### src/sv/hse_pkg.sv
`timescale 1ns / 1ps

package hse_pkg;

  // default capacity and element width
  localparam int unsigned DepthDefault      = 64;
  localparam int unsigned ValueWidthDefault = 32;

  // side flags that travel with each emitted item
  typedef struct packed {
    logic last;
    logic dropped;
  } emit_flags_t;

endpackage

### src/sv/hse_ram.sv
`timescale 1ns / 1ps

module hse_ram #(
  parameter int unsigned Width = 32,
  parameter int unsigned Depth = 64,
  localparam int unsigned AddrWidth = (Depth > 1) ? $clog2(Depth) : 1
) (
  input  logic                 clk_i,
  input  logic                 we_i,
  input  logic [AddrWidth-1:0] waddr_i,
  input  logic [Width-1:0]     wdata_i,
  input  logic                 re_i,
  input  logic [AddrWidth-1:0] raddr_i,
  output logic [Width-1:0]     rdata_o
);

  logic [Width-1:0] mem_q [Depth];
  logic [Width-1:0] rdata_q;

  // write port
  always_ff @(posedge clk_i) begin
    if (we_i) begin
      mem_q[waddr_i] <= wdata_i;
    end
  end

  // registered read, holds while not enabled
  always_ff @(posedge clk_i) begin
    if (re_i) begin
      rdata_q <= mem_q[raddr_i];
    end
  end

  assign rdata_o = rdata_q;

endmodule

### src/sv/hse_core.sv
`timescale 1ns / 1ps

module hse_core #(
  parameter int unsigned Depth      = hse_pkg::DepthDefault,
  parameter int unsigned ValueWidth = hse_pkg::ValueWidthDefault,
  localparam int unsigned AddrWidth = (Depth > 1) ? $clog2(Depth) : 1,
  localparam int unsigned CntWidth  = $clog2(Depth + 1)
) (
  input  logic                       clk_i,
  input  logic                       rst_ni,
  // input side
  input  logic                       in_valid_i,
  output logic                       in_ready_o,
  input  logic [ValueWidth-1:0]      value_i,
  input  logic                       last_in_i,
  // emit side toward the output register
  input  logic                       slot_free_i,
  output logic                       emit_o,
  output logic [ValueWidth-1:0]      emit_value_o,
  output hse_pkg::emit_flags_t       emit_flags_o,
  // heap memory port
  output logic                       mem_we_o,
  output logic [AddrWidth-1:0]       mem_waddr_o,
  output logic [ValueWidth-1:0]      mem_wdata_o,
  output logic                       mem_re_o,
  output logic [AddrWidth-1:0]       mem_raddr_o,
  input  logic [ValueWidth-1:0]      mem_rdata_i
);

  import hse_pkg::*;

  typedef enum logic [11:0] {
    StLoad    = 12'b0000_0000_0001,
    StFetch   = 12'b0000_0000_0010,
    StFetchW  = 12'b0000_0000_0100,
    StSiftL   = 12'b0000_0000_1000,
    StSiftR   = 12'b0000_0001_0000,
    StSiftCmp = 12'b0000_0010_0000,
    StWrFinal = 12'b0000_0100_0000,
    StRdRoot  = 12'b0000_1000_0000,
    StRdEnd   = 12'b0001_0000_0000,
    StSwap    = 12'b0010_0000_0000,
    StEmitRd  = 12'b0100_0000_0000,
    StEmitW   = 12'b1000_0000_0000
  } state_e;

  localparam logic [CntWidth-1:0] DepthCnt = CntWidth'(Depth);

  state_e                  state_q, state_d;
  logic [CntWidth-1:0]     cnt_q, cnt_d;
  logic                    ovf_q, ovf_d;
  logic [AddrWidth-1:0]    pos_q, pos_d;
  logic [AddrWidth-1:0]    bound_q, bound_d;
  logic [AddrWidth-1:0]    idx_q, idx_d;
  logic                    build_q, build_d;
  logic                    has_r_q, has_r_d;
  logic [ValueWidth-1:0]   sv_q, sv_d;
  logic [ValueWidth-1:0]   lv_q, lv_d;

  logic [AddrWidth:0]      left_w;
  logic [AddrWidth:0]      right_w;
  logic [CntWidth-1:0]     n_after;
  logic                    take_right;
  logic [ValueWidth-1:0]   cval;
  logic                    emit_last;

  // child indices of the current sift position
  assign left_w  = {pos_q, 1'b1};
  assign right_w = left_w + (AddrWidth + 1)'(1);

  assign n_after    = (cnt_q < DepthCnt) ? cnt_q + CntWidth'(1) : cnt_q;
  assign take_right = has_r_q && ($signed(lv_q) < $signed(mem_rdata_i));
  assign cval       = take_right ? mem_rdata_i : lv_q;
  assign emit_last  = ({1'b0, idx_q} + (AddrWidth + 1)'(1)) == (AddrWidth + 1)'(cnt_q);

  assign in_ready_o          = (state_q == StLoad);
  assign emit_value_o        = mem_rdata_i;
  assign emit_flags_o.last   = emit_last;
  assign emit_flags_o.dropped = ovf_q;

  // sequencer: load, build heap, sort, emit
  always_comb begin
    state_d     = state_q;
    cnt_d       = cnt_q;
    ovf_d       = ovf_q;
    pos_d       = pos_q;
    bound_d     = bound_q;
    idx_d       = idx_q;
    build_d     = build_q;
    has_r_d     = has_r_q;
    sv_d        = sv_q;
    lv_d        = lv_q;
    mem_we_o    = 1'b0;
    mem_waddr_o = pos_q;
    mem_wdata_o = sv_q;
    mem_re_o    = 1'b0;
    mem_raddr_o = idx_q;
    emit_o      = 1'b0;

    unique case (state_q)
      StLoad: begin
        if (in_valid_i) begin
          if (cnt_q < DepthCnt) begin
            mem_we_o    = 1'b1;
            mem_waddr_o = cnt_q[AddrWidth-1:0];
            mem_wdata_o = value_i;
            cnt_d       = cnt_q + CntWidth'(1);
          end else begin
            ovf_d = 1'b1;
          end
          if (last_in_i) begin
            if (n_after == CntWidth'(1)) begin
              idx_d   = '0;
              state_d = StEmitRd;
            end else begin
              bound_d = AddrWidth'(n_after - CntWidth'(1));
              idx_d   = AddrWidth'(n_after >> 1);
              build_d = 1'b1;
              state_d = StFetch;
            end
          end
        end
      end
      StFetch: begin
        mem_re_o    = 1'b1;
        mem_raddr_o = idx_q - AddrWidth'(1);
        pos_d       = idx_q - AddrWidth'(1);
        state_d     = StFetchW;
      end
      StFetchW: begin
        sv_d    = mem_rdata_i;
        state_d = StSiftL;
      end
      StSiftL: begin
        if (left_w > {1'b0, bound_q}) begin
          state_d = StWrFinal;
        end else begin
          mem_re_o    = 1'b1;
          mem_raddr_o = left_w[AddrWidth-1:0];
          state_d     = StSiftR;
        end
      end
      StSiftR: begin
        lv_d = mem_rdata_i;
        if (right_w <= {1'b0, bound_q}) begin
          mem_re_o    = 1'b1;
          mem_raddr_o = right_w[AddrWidth-1:0];
          has_r_d     = 1'b1;
        end else begin
          has_r_d = 1'b0;
        end
        state_d = StSiftCmp;
      end
      StSiftCmp: begin
        // move the larger child up into the hole
        if ($signed(sv_q) < $signed(cval)) begin
          mem_we_o    = 1'b1;
          mem_waddr_o = pos_q;
          mem_wdata_o = cval;
          pos_d       = take_right ? right_w[AddrWidth-1:0] : left_w[AddrWidth-1:0];
          state_d     = StSiftL;
        end else begin
          state_d = StWrFinal;
        end
      end
      StWrFinal: begin
        mem_we_o    = 1'b1;
        mem_waddr_o = pos_q;
        mem_wdata_o = sv_q;
        if (idx_q > AddrWidth'(1)) begin
          idx_d   = idx_q - AddrWidth'(1);
          state_d = build_q ? StFetch : StRdRoot;
        end else if (build_q) begin
          build_d = 1'b0;
          idx_d   = bound_q;
          state_d = StRdRoot;
        end else begin
          idx_d   = '0;
          state_d = StEmitRd;
        end
      end
      StRdRoot: begin
        mem_re_o    = 1'b1;
        mem_raddr_o = '0;
        state_d     = StRdEnd;
      end
      StRdEnd: begin
        lv_d        = mem_rdata_i;
        mem_re_o    = 1'b1;
        mem_raddr_o = idx_q;
        state_d     = StSwap;
      end
      StSwap: begin
        // old root goes to the end, old end value sifts from the root
        sv_d        = mem_rdata_i;
        mem_we_o    = 1'b1;
        mem_waddr_o = idx_q;
        mem_wdata_o = lv_q;
        bound_d     = idx_q - AddrWidth'(1);
        pos_d       = '0;
        state_d     = StSiftL;
      end
      StEmitRd: begin
        mem_re_o    = 1'b1;
        mem_raddr_o = idx_q;
        state_d     = StEmitW;
      end
      StEmitW: begin
        if (slot_free_i) begin
          emit_o = 1'b1;
          if (emit_last) begin
            cnt_d   = '0;
            ovf_d   = 1'b0;
            state_d = StLoad;
          end else begin
            idx_d   = idx_q + AddrWidth'(1);
            state_d = StEmitRd;
          end
        end
      end
      default: begin
        state_d = StLoad;
      end
    endcase
  end

  // control registers
  always_ff @(posedge clk_i or negedge rst_ni) begin
    if (!rst_ni) begin
      state_q <= StLoad;
      cnt_q   <= '0;
      ovf_q   <= 1'b0;
      pos_q   <= '0;
      bound_q <= '0;
      idx_q   <= '0;
      build_q <= 1'b0;
      has_r_q <= 1'b0;
    end else begin
      state_q <= state_d;
      cnt_q   <= cnt_d;
      ovf_q   <= ovf_d;
      pos_q   <= pos_d;
      bound_q <= bound_d;
      idx_q   <= idx_d;
      build_q <= build_d;
      has_r_q <= has_r_d;
    end
  end

  // value registers
  always_ff @(posedge clk_i) begin
    sv_q <= sv_d;
    lv_q <= lv_d;
  end

`ifndef SYNTHESIS
  a_emit_needs_slot : assert property (@(posedge clk_i) disable iff (!rst_ni)
    emit_o |-> slot_free_i)
    else $error("item emitted while output register busy");

  a_no_rw_same_addr : assert property (@(posedge clk_i) disable iff (!rst_ni)
    (mem_we_o && mem_re_o) |-> (mem_waddr_o != mem_raddr_o))
    else $error("read and write of the same heap entry in one cycle");

  a_cnt_in_range : assert property (@(posedge clk_i) disable iff (!rst_ni)
    cnt_q <= DepthCnt)
    else $error("element count beyond capacity");

  a_last_ends_run : assert property (@(posedge clk_i) disable iff (!rst_ni)
    (emit_o && emit_flags_o.last) |=> (state_q == StLoad && cnt_q == '0))
    else $error("run not closed after last item");
`endif

endmodule

### src/sv/heap_sort_engine_unit.sv
`timescale 1ns / 1ps
// channel | valid       | ready       | payload
// input   | in_valid_i  | in_ready_o  | value_i, last_in_i
// output  | out_valid_o | out_ready_i | sorted_value_o, last_out_o, dropped_o
//
// loading takes one cycle per item; the item with last_in_i closes the run.
// sorting a run of n uses the single heap memory; each sift level steps through read left,
// read right, and compare and move; about n log2 n sift levels in all.
// emitting reads each result from memory, then loads it into the output register.
// in_ready_o is low from the closing item until the last result is in the output
// register; a stalled output holds the emitter. reset is asynchronous, active low.

module heap_sort_engine_unit #(
  parameter int unsigned DEPTH       = hse_pkg::DepthDefault,
  parameter int unsigned VALUE_WIDTH = hse_pkg::ValueWidthDefault
) (
  input  logic                   clk_i,
  input  logic                   rst_ni,
  input  logic                   in_valid_i,
  output logic                   in_ready_o,
  input  logic [VALUE_WIDTH-1:0] value_i,
  input  logic                   last_in_i,
  output logic                   out_valid_o,
  input  logic                   out_ready_i,
  output logic [VALUE_WIDTH-1:0] sorted_value_o,
  output logic                   last_out_o,
  output logic                   dropped_o
);

  import hse_pkg::*;

  localparam int unsigned AddrWidth = (DEPTH > 1) ? $clog2(DEPTH) : 1;

  logic                   mem_we;
  logic [AddrWidth-1:0]   mem_waddr;
  logic [VALUE_WIDTH-1:0] mem_wdata;
  logic                   mem_re;
  logic [AddrWidth-1:0]   mem_raddr;
  logic [VALUE_WIDTH-1:0] mem_rdata;

  logic                   emit;
  logic [VALUE_WIDTH-1:0] emit_value;
  emit_flags_t            emit_flags;
  logic                   slot_free;

  logic                   out_valid_q, out_valid_d;
  logic [VALUE_WIDTH-1:0] out_value_q;
  emit_flags_t            out_flags_q;

  // heap memory
  hse_ram #(
    .Width (VALUE_WIDTH),
    .Depth (DEPTH)
  ) u_ram (
    .clk_i   (clk_i),
    .we_i    (mem_we),
    .waddr_i (mem_waddr),
    .wdata_i (mem_wdata),
    .re_i    (mem_re),
    .raddr_i (mem_raddr),
    .rdata_o (mem_rdata)
  );

  // load, heapify, sort and emit sequencer
  hse_core #(
    .Depth      (DEPTH),
    .ValueWidth (VALUE_WIDTH)
  ) u_core (
    .clk_i        (clk_i),
    .rst_ni       (rst_ni),
    .in_valid_i   (in_valid_i),
    .in_ready_o   (in_ready_o),
    .value_i      (value_i),
    .last_in_i    (last_in_i),
    .slot_free_i  (slot_free),
    .emit_o       (emit),
    .emit_value_o (emit_value),
    .emit_flags_o (emit_flags),
    .mem_we_o     (mem_we),
    .mem_waddr_o  (mem_waddr),
    .mem_wdata_o  (mem_wdata),
    .mem_re_o     (mem_re),
    .mem_raddr_o  (mem_raddr),
    .mem_rdata_i  (mem_rdata)
  );

  // output register
  assign slot_free   = !out_valid_q || out_ready_i;
  assign out_valid_d = emit || (out_valid_q && !out_ready_i);

  always_ff @(posedge clk_i or negedge rst_ni) begin
    if (!rst_ni) begin
      out_valid_q <= 1'b0;
    end else begin
      out_valid_q <= out_valid_d;
    end
  end

  always_ff @(posedge clk_i) begin
    if (emit) begin
      out_value_q <= emit_value;
      out_flags_q <= emit_flags;
    end
  end

  assign out_valid_o    = out_valid_q;
  assign sorted_value_o = out_value_q;
  assign last_out_o     = out_flags_q.last;
  assign dropped_o      = out_flags_q.dropped;

endmodule

### config.mk
export PLATFORM = sky130hd
export DESIGN_NAME = heap_sort_engine_unit
export DESIGN_NICKNAME = d
export VERILOG_FILES = /design/src/sv/hse_pkg.sv /design/src/sv/hse_ram.sv /design/src/sv/hse_core.sv /design/src/sv/heap_sort_engine_unit.sv
export SDC_FILE = /design/constraint.sdc
export NUM_CORES = 2
export LEC_CHECK = 0
export BUFFER_PORTS_ARGS = -buffer_cell sky130_fd_sc_hd__buf_2
export CAP_MARGIN = 20
export CORE_ASPECT_RATIO = 1.75
export CORE_MARGIN = 5
export CORE_UTILIZATION = 61
export CTS_CLUSTER_SIZE = 20
export DETAILED_ROUTE_END_ITERATION = 10
export PLACE_DENSITY = 0.77
export SETUP_SLACK_MARGIN = 0.1
export SLEW_MARGIN = 20
export SYNTH_ARGS = -nofsm -noshare
export SYNTH_HDL_FRONTEND = slang
export SYNTH_SLANG_ARGS = --single-unit
export TNS_END_PERCENT = 100
### constraint.sdc
create_clock -name clk_i -period 11.23 [get_ports clk_i]
set_clock_uncertainty 0.1 [all_clocks]
set_input_delay 1.6845 -clock clk_i [delete_from_list [all_inputs] [get_ports clk_i]]
set_output_delay 1.6845 -clock clk_i [all_outputs]
set_load 0.02 [all_outputs]
### After elaboration in Yosys (flattened, before gate mapping)

Memories as Yosys holds them, arrays and structs flattened. A register that Yosys moved wholly into a read port is not among the register bits.
Index checks and enable logic that the tools add are counted.

* muxes and demuxes: 63
* bitwise logic cells: 0
* add/subtract/negate cells: 6
* magnitude comparators: 6
* divide/modulo/power cells: 0
* shifts and indexed selects: 0
* $mul: 0
* reductions and logical operators: 22
* equal/unequal tests: 23

Operators with widths (number)
* $pmux W12 S11: 1
* $mux W32: 4
* $mux W6: 16
* $pmux W32 S3: 1
* $lt A32 B32 Y1: 2
* $mux W12: 4
* $mux W7: 6
* $pmux W6 S3: 2
* $mux W11: 3
* $pmux W6 S2: 2
* $pmux W6 S4: 1
* $mux W1: 17
* $reduce_and A5 Y1: 3
* $add A7 B1 Y7 const B: 2
* $pmux W7 S2: 1
* $eq A12 B1 Y1 const B: 1
* $eq A12 B10 Y1 const B: 1
* $eq A12 B11 Y1 const B: 1
* $eq A12 B12 Y1 const B: 1
* $eq A12 B2 Y1 const B: 1
* $eq A12 B3 Y1 const B: 1
* $eq A12 B4 Y1 const B: 1
* $eq A12 B5 Y1 const B: 1
* $eq A12 B6 Y1 const B: 1
* other kinds (27): 46

* latch bits: 0
* memory bits (writable): 2048
* memories kept: 1
* memory bits (read-only): 0
* bits in registers: 139
* input port bits: 37
* logic and storage cells: 135

Memories
* u_ram.mem_q: depth 64, width 32, rd ports 1, clocked after memory_dff 1, wr ports 1, RTL line hse_ram.sv:17 `logic [Width-1:0] mem_q [Depth];`

### Logic depth before layout (Yosys ltp)

* depth in word-level cells: 8
* mapped depth: 27

### Hierarchy

A second synthesis with hierarchy kept.

* cells, all modules: 4276
* area, all modules: 88114.5 µm²

By module, submodules not included
* hse_ram: area an instance 78833.1 µm², cells each 3324, times used 1, seq. area each 62459.9 µm²
* hse_core: area an instance 8212.9 µm², cells each 915, times used 1, seq. area each 2924.1 µm²
* heap_sort_engine_unit: area an instance 1068.5 µm², cells each 37, times used 1, seq. area each 1046.0 µm²

### Least setup slack after synthesis

No wires, ideal clock.

* path kind: register to register
* start point: register u_ram.rdata_q[31], in the netlist u_ram.rdata_o[31] (read register of u_ram.mem_q)
* end point: memory u_ram.mem_q[12][0], enable pin
* period minus slack after synthesis: 8.231 ns
* slack: 2.999 ns
* required time: 10.628 ns
* path buffers: 4
* arrival time: 7.629 ns
* stages on the path, launching flop included: 25
* cell sequence: edfxtp_1 inv_1 ha_1 nand4_1 or4_1 nor2_1 o21a_1 nor3_1 and3b_1 buf_2 buf_2 buf_2 mux2i_1 ha_1 a21o_1 a21oi_1 o21ai_0 a21o_1 a21o_1 a211o_1 nor2_1 o21ai_0 o2111a_1 buf_2 nor4_1

* word-level cells in the longest chain between the ends: 8

RTL lines
* start, declared: RTL line hse_ram.sv:18 `logic [Width-1:0] rdata_q;`
* $lt A32 B32 Y1: RTL line hse_core.sv:72 `assign take_right = has_r_q && ($signed(lv_q) < $signed(mem_rdata_i));`
* $logic_and A1 B1 Y1: RTL line hse_core.sv:72
* $mux W32 (*): RTL line hse_core.sv:73 `assign cval = take_right ? mem_rdata_i : lv_q;`
* $lt A32 B32 Y1 (*): RTL line hse_core.sv:156 `if ($signed(sv_q) < $signed(cval)) begin`
* $mux W1 (*): RTL line hse_core.sv:156
* $pmux W1 S3 (*): RTL line hse_core.sv:100 `unique case (state_q)`
* $mux W1 (*): RTL line hse_ram.sv:22 `if (we_i) begin`
* $mux W1 (not written as such) (*): RTL line hse_ram.sv:23 `mem_q[waddr_i] <= wdata_i;`
* end, declared: RTL line hse_ram.sv:17

Mark *: on every way between the ends. The rest lies on a longest branch, timed or not.

### Worst setup path after layout

* start point: register u_ram.rdata_q[2], in the netlist u_ram.rdata_o[2] (read register of u_ram.mem_q)
* end point: memory u_ram.mem_q[17][12] (data pin)

* word-level cells in the longest chain between the ends: 6

RTL lines
* $lt A32 B32 Y1: RTL line hse_core.sv:72
* $logic_and A1 B1 Y1: RTL line hse_core.sv:72
* $mux W32 (*): RTL line hse_core.sv:73
* $lt A32 B32 Y1: RTL line hse_core.sv:156
* $mux W32 (*): RTL line hse_core.sv:156
* $pmux W32 S3 (*): RTL line hse_core.sv:100
* via mem_wdata[12]: RTL line heap_sort_engine_unit.sv:36 `logic [VALUE_WIDTH-1:0] mem_wdata;`

Mark *: on every way through the listed nets, which the timed path passes. The rest lies on a longest branch.

==> metrics <==
status finished, final reports clean; Min-Delay Path Class flip-flop to flip-flop; Synth cell types 92; Core Box Area roughly 150000 um^2; Post-Synthesis Cells ~6800; Post-Route Setup TNS 0 ns; Post-Layout Cell Count between 8000 and 9000; syn_area_per_cell 13.3 um^2; cell mode on critical path buf_4; Resized cells post-CTS 0; DRT Wirelength roughly 250000 um; worst-skew pair later-pin latency ~0.82 ns; DRC violations left 0; WHS ~0.43 ns; gpl congestion around 0.92; post-synth top area share 0.719; H-Tree Depth 4; via count 58700; DIE AREA 157000 um^2; Starting Density 0.613; cell area after synthesis about 90000 um^2; remaining global-route overflow 0; Synth async-reset ratio 0.0185; top_reg_cell synth edfxtp_1; Clk pin slew, worst setup/hold paths roughly 0.06 ns; synth top area cells edfxtp_1, nand2_1, nand3_1; initial antenna violation count 13; Worst EP required 11.66 ns; CP Capture Type flip-flop; Detail Route Antenna Nets 0; VDD IR-drop max 243 uV; slowest cell delay on critical path ~0.94 ns; NumNets Final a little under 7000; Crit Path Category flip-flop to flip-flop; worst hold start u_ram.rdata_o[2]; vias per cell 6.54; final setup vio count 0; # placed instances around 8600; CTS Buf Count 180; I/O pin cnt between 70 and 80; Multi-input gate area approximately 23000 um^2; DRT Pass-1 Iters 6; CP Cell Sequence inv_1, ha_1, a211oi_1, o21ai_0, a41oi_1, o31ai_1, o21a_1, o21ai_0, and3b_2, buf_4, mux2i_1, ha_1, nand4_1, nor2_1, and2_1, and3_1, o211ai_1, o211ai_1, a211o_1, o21ba_2, mux2_4, buf_4, o21ai_4, buf_4; CP max-delay cell o21ai_4; layout cells sized above 1 0.0968; arrival time of the worst setup path 9.47 ns; max cap viols 0; total power 0.0291 W; Die Width 302 um; Root Driver clkbuf_16; Leak Pwr between 30 and 40 nW; worst r2r src u_ram.rdata_o[2]; CP max FO 41; total power divided by cell area ~290 nW/um^2; worst setup path startpoint u_ram.rdata_o[2]; first-pass GRT wire length about 360000 um; initial DRC count 7966; RSZ-0062 raised after global routing no; Layout area overhead 9.86%; fin crit period 9.04 ns; PortBufs between 70 and 80; worst rel slew slack 0.194; Seq/Total Area, Yosys 0.730; Fillers 9909; largest net degree at the start of global routing 193; Max Fclk 0.111 GHz; Wirelength per Cell 27.6 um; Global Route Usage Sum 0.309; Fin. Hold Viols 0; postcts setup bufs 0; clock tree buffer depth 3; post-synth top area cell edfxtp_1; most common cell after layout, fill and taps aside edfxtp_1; synthesized net count 6966; Seq cells post-synth 2219; YS warnings 0; Worst Tran Pin Value 1.21 ns; register area around 66000 um^2; fin. max-slew vios 0; fin crit share 0.805; Post-synth EDFFs roughly 2200; CTS tree built; die height 521 um; Post-CTS Hold Buffers 0; CTS Sinks roughly 2200; dpl hpwl between 150000 and 200000 um; CP startpoint kind flip-flop; Final Util 0.674; number of global-route vias before repair 57100; Rows approximately 190; most frequent cells in the layout edfxtp_1, nand2_1, nand3_1
[cell usage after synthesis, types with 10 or more instances]
cell type  instances
a22oi_1           52
o221ai_1          31
mux2i_1          122
o21ai_0           76
clkbuf_1         167
a32oi_1           80
buf_6             11
nand2_1         1869
mux4_2            18
xnor2_1           19
buf_1             16
edfxtp_1        2178
nor2b_1           10
a21o_1            19
o32a_1            25
nand4_1           23
a31oi_1           66
a311oi_1         100
nor2_1            74
nand2b_1          10
buf_2            207
dfrtp_1           40
and3_1           196
a21oi_1          176
inv_1             51
buf_4             39
a22o_1            39
nor3_1            76
xor2_1            15
nand3_1          809
ha_1              81
a221oi_1          11
[power by group]
group | total (W) | leakage [nW] | internal, W | switching [W]
logic | 0.0114 | 11.2 | 0.00279 | 0.00864
registers | 0.0112 | 20.2 | 0.0110 | 0.000192
clock network | 0.00640 | 2.89 | 0.00353 | 0.00286
total | 0.0291 | 34.3 | 0.0174 | 0.0117
[final cells by class]
| class | instances | share of cell area |
|---|---|---|
| diodes | 6 | 0.000150 |
| clock inverters | 111 | 0.0115 |
| well taps | 1984 | 0.0248 |
| repair buffers | 244 | 0.0181 |
| clock buffers | 221 | 0.0480 |
| flip-flops and latches | 2219 | 0.665 |
| multi-input cells | 4136 | 0.231 |
| inverters | 53 | 0.00199 |
[registers in the layout, indices dropped and copies added, names as in the netlist]
register / cells
u_ram.mem_q: 2048
u_core.has_r_q: 1
u_core.bound_q: 6
u_ram.rdata_o: 32
u_core.state_q: 12
u_core.cnt_q: 7
u_core.build_q: 1
u_core.idx_q: 6
dropped_o: 1
sorted_value_o: 32
u_core.lv_q: 32
u_core.pos_q: 6
u_core.ovf_q: 1
out_valid_o: 1
u_core.sv_q: 32
last_out_o: 1
[per-stage QoR]
step           area, um^2  setup slack (ns)
2_1_floorplan       91000              3.00
5_1_grt             99900              2.07
3_3_place_gp        93900              2.46
6_report            99900              2.19
4_1_cts             99900              2.30
3_5_place_dp        93900              2.30
[worst max-delay path, delay by kind of cell (launching register included)]
family,cells,cell delay [ns]
flops,1,0.40
fa+ha+maj,2,0.62
buf+inv,4,1.43
simple gates,5,1.44
compound gates,11,3.77
mux,2,0.84
[cell families (layout without fill, tap and decap cells)]
family	count (synthesis)	after routing	synth area share
AOI/OAI and AO/OA	753	753	0.0600
xor gates and xnor gates	34	34	0.00327
adders and majority gates	81	81	0.0111
buffers and inverters	493	629	0.0257
DFF	2219	2219	0.730
muxes	145	145	0.0185
other	0	6	0
and+or+nand+nor	3123	3123	0.151
[final timing paths]
check / end / slack, ns / depth (start not counted)
setup / recovery: u_ram.mem_q[17][12] / 2.19 / 24
hold / removal: u_core.lv_q[2] / 0.43 / 0
setup reg to reg: u_ram.mem_q[17][12] / 2.19 / 24
hold reg to reg: u_core.lv_q[2] / 0.43 / 0
max in group asynchronous: u_core.idx_q[4] / 9.86 / 1
min in group asynchronous: u_core.state_q[6] / 0.77 / 1
[per-layer routing]
layer	routed length, um	track usage
met1	80200	0.361
met2	126000	0.533
met3	22200	0.0518
met4	18500	0.189
met5	69	0
(Power assumes the default switching activity.)
